**src/design/gsp_mem.sv**
```systemverilog
module gsp_mem #(
    parameter int DEPTH  = 256,
    parameter int WIDTH  = 8,
    parameter int ADDR_W = 8
) (
    input  logic              aclk,
    input  logic              wr_en,
    input  logic [ADDR_W-1:0] wr_addr,
    input  logic [WIDTH-1:0]  wr_data,
    input  logic              rd_en,
    input  logic [ADDR_W-1:0] rd_addr,
    output logic [WIDTH-1:0]  rd_data
);

    logic [WIDTH-1:0] mem [DEPTH];
    logic [WIDTH-1:0] rd_data_reg;

    // Write port
    always_ff @(posedge aclk) begin
        if (wr_en) begin
            mem[wr_addr] <= wr_data;
        end
    end

    // Registered read port, holds until the next read
    always_ff @(posedge aclk) begin
        if (rd_en) begin
            rd_data_reg <= mem[rd_addr];
        end
    end

    assign rd_data = rd_data_reg;

endmodule

```
**config.mk**
```make
export PLATFORM = sky130hd
export DESIGN_NAME = gsp_mem
export DESIGN_NICKNAME = d
export VERILOG_FILES = /design/src/design/gsp_mem.sv
export SDC_FILE = /design/constraint.sdc
export NUM_CORES = 2
export LEC_CHECK = 0
export BUFFER_PORTS_ARGS = -buffer_cell sky130_fd_sc_hd__buf_4
export CAP_MARGIN = 10
export CORE_ASPECT_RATIO = 0.5
export CORE_UTILIZATION = 45
export CTS_CLUSTER_DIAMETER = 150
export DETAILED_ROUTE_END_ITERATION = 6
export PLACE_DENSITY = 0.64
export SLEW_MARGIN = 20
export SYNTH_ARGS = -nofsm -noshare
export SYNTH_HDL_FRONTEND = slang
export SYNTH_SLANG_ARGS = --single-unit
```
**constraint.sdc**
```tcl
create_clock -name aclk -period 2.97 [get_ports aclk]
set_clock_uncertainty 0.2 [all_clocks]
set_input_delay 0.4455 -clock aclk [delete_from_list [all_inputs] [get_ports aclk]]
set_output_delay 0.4455 -clock aclk [all_outputs]
set_load 0.005 [all_outputs]
```
==> flow_summary.yaml <==
worst_hold_path:
  min_from: "wr_data[5]"
  hold_path.class: "input pin to flip-flop"
  min_delay_path_depth: 1
  whs_endpoint: "mem[225][5]"
setup_path:
  r2r_end: "rd_data[2]"
  path_cells: "mux4_2 -> mux4_2 -> nor2b_1 -> nor4_1 -> buf_4 -> nor4_2"
  endpoint_kind: "flip-flop"
  cp.required_ns: 3.31
  cp-start-kind: "flip-flop"
  critPathArrivalTime_ns: 3.25
  crit_slowest_cell: "nor4_1"
  crit_type: "flip-flop to flip-flop"
  path_common_cell: "mux4_2"
  cp_max_fo: 1
  slowest_delay_ns: 0.57
  r2r_setup_slack_ns: 0.07
  r2r-start: "mem[80][2]"
  reg2regPathDepth: 6
clocking:
  cts.clk_slew.worst_paths_ns: 0.07
  cts_buffers: 178
  cts_root_buf: "clkbuf_16"
  clock-sinks: 2056
  cts_max_level: 4
  clk-insertion-delay-late_ns: 0.83
  clockBufferDepth: 3
  cts_tree: "yes"
  post_cts_buffers: 0
yosys:
  ys_seq_elements: 2056
  yosysTopAreaCell: "edfxtp_1"
  synthTopCellsByCount: "2056 x edfxtp_1, 454 x mux4_2, 282 x nor2_1"
  synth_top_area_share_pct: 77.5
  yosysMostFrequentCell: "edfxtp_1"
  synth_nets: 3760
  synthTopCellsByArea: "edfxtp_1 78%, mux4_2 13%, mux2i_1 1.7%"
  synth_edf_count: 2056
  syn_area_per_cell_um2: 21.3
  ys.flop_type: "edfxtp_1"
  netlist_area_mm2: 0.0796
  ys_types: 54
  syn_inst: 3733
  async_flop_share_pct: 0
  ys_seq_area_share_pct: 77.5
  ys_warn_count: 0
routing:
  drt-vias-per-instance: 5.92
  drt_pass1_iterations: 6
  drtIter0Drc: 4984
  drc: 0
  vias: 40500
  wirelength_mm: 199
  ant_nets: 0
  wire_per_inst_um: 29.0
timing:
  max_freq_mhz: 345
  hold_viol: 0
  final-max-slew-violation-count: 0
  timing.hold.ws_ns: 0.0374
  relSlewSlack_pct: 39.9
  setup_violations: 0
  tns_ns: 0
  grt_setup_unrepaired: "false"
  post-route-min-period_ns: 2.90
  worst_pin_slew_ns: 0.898
  fin_crit_sh_pct: 97.7
layout:
  syn_to_final_growth_pct: 16.1
  largest_reg_flops: 2048
  layout.nets: 4368
  drive_gt1_share_pct: 30.6
power_and_ir_drop:
  p_per_area_mw_per_mm2: 625
  leakagePower_uw: 0.0296
  vdd_drop_max_mv: 0.466
place:
  gp_congestion: 0.872
  io_buffers: 34
  dp_hpwl_mm: 130
job:
  drv_cap: 0
floorplan:
  fp.dieH_um: 299
  core.rowCount: 108
  io_pins: 35
  coreArea_mm2: 0.175
  initial_core_util_pct: 45.6
  die_w_um: 597
  die_area_mm2: 0.179
global_route:
  grt_pass1_wl_mm: 287
  grt-ovfl-total: 0
  antenna_found_initial: 9
  grt_pass1_vias: 41100
  grt_max_degree: 99
  grt_usage_pct: 22.4
run_status:
  status: "finished clean"
[how the worst max path moves through the flow]
stage / from / endpoint / slack, ns
finish: mem[80][2] / rd_data[2] / 0.07
global route: mem[83][0] / rd_data[0] / 0.05
CTS: rd_addr[0] / rd_data[3] / 0.07
detailed placement: rd_addr[0] / rd_data[3] / -0.81
global placement: rd_addr[0] / rd_data[0] / -1.18
floorplan: rd_addr[0] / rd_data[2] / 0.25
[layout make-up]
cell class | count | area (um2)
clock buffers | 224 | 4670
flip-flops and latches | 2056 | 61700
clock inverters | 92 | 818
diodes | 3 | 7.51
fillers | 13400 | 82200
repair buffers | 661 | 5700
inverters | 2 | 7.51
multi-input cells | 1442 | 16500
well taps | 2365 | 2960
[per-stage QoR]
stage                     power (uW)  utilization [%]  std cells  worst slack [ns]  instance area [um2]
final                          57700             52.9       6845            0.0673                92400
after global routing           59300             52.9       6843            0.0475                92400
after detailed placement       35900             49.7       6522            -0.810                86900
after global placement         35800             49.7       6521             -1.18                86800
after CTS                      58100             52.9       6842            0.0680                92400
after floorplan                34200                -       3733             0.248                79600
[logic make-up (layout without fill, tap and decap cells)]
family / after synthesis / after routing / share of synthesized area [%]
mux: 591 / 591 / 14.6
simple gates: 466 / 466 / 2.63
buf+inv: 235 / 979 / 1.83
flops: 2056 / 2056 / 77.5
other cells: 0 / 3 / 0
compound gates: 385 / 385 / 3.42
[power by group]
group          leakage [uW]  internal, uW  switching (uW)
Sequential           0.0185         32000            45.0
Clock               0.00269         12200           10300
Combinational       0.00839          1270            1970
[worst max-delay path, delay by kind of cell (launching register included)]
kind / cells / cell delay [ns]
buffers and inverters: 1 / 0.22
flip-flops: 1 / 0.38
multiplexers: 2 / 1.05
AND/OR/NAND/NOR: 3 / 0.78
[repair_timing]
item | in CTS | in global routing
endpoints found under the setup margin | 0 | 3
hold buffers | 4 | 0
endpoints found under the hold margin | 116 | 0
gates resized for setup | 0 | 6
[routing by layer]
| metal | track usage, % | up-vias | routed length [um] |
|---|---|---|---|
| li1 | - | 16900 | - |
| met1 | 30.8 | 21400 | 78800 |
| met2 | 34.6 | 1963 | 92300 |
| met3 | 6.63 | 304 | 22300 |
| met4 | 6.97 | 4 | 5450 |
| met5 | 0 | - | 15 |
[placed cells by master, fill, tap and decap left out, drive strengths merged, types with 5 or more instances in the layout]
cell	instances
nand2b	8
a2111oi	5
o22ai	28
inv	9
o32ai	5
buf	649
nor3	22
o211ai	10
nand4	10
o21ai	12
edfxtp	2056
nor4	27
a21oi	96
o22a	5
nor2	282
a221oi	14
bufinv	12
a22o	8
a211oi	16
nor2b	31
nand2	33
mux2i	134
mux4	456
clkbuf	232
a22oi	133
and2	6
o221ai	47
clkinv	71
nand3	34
Power figures use the tool's default switching activity.
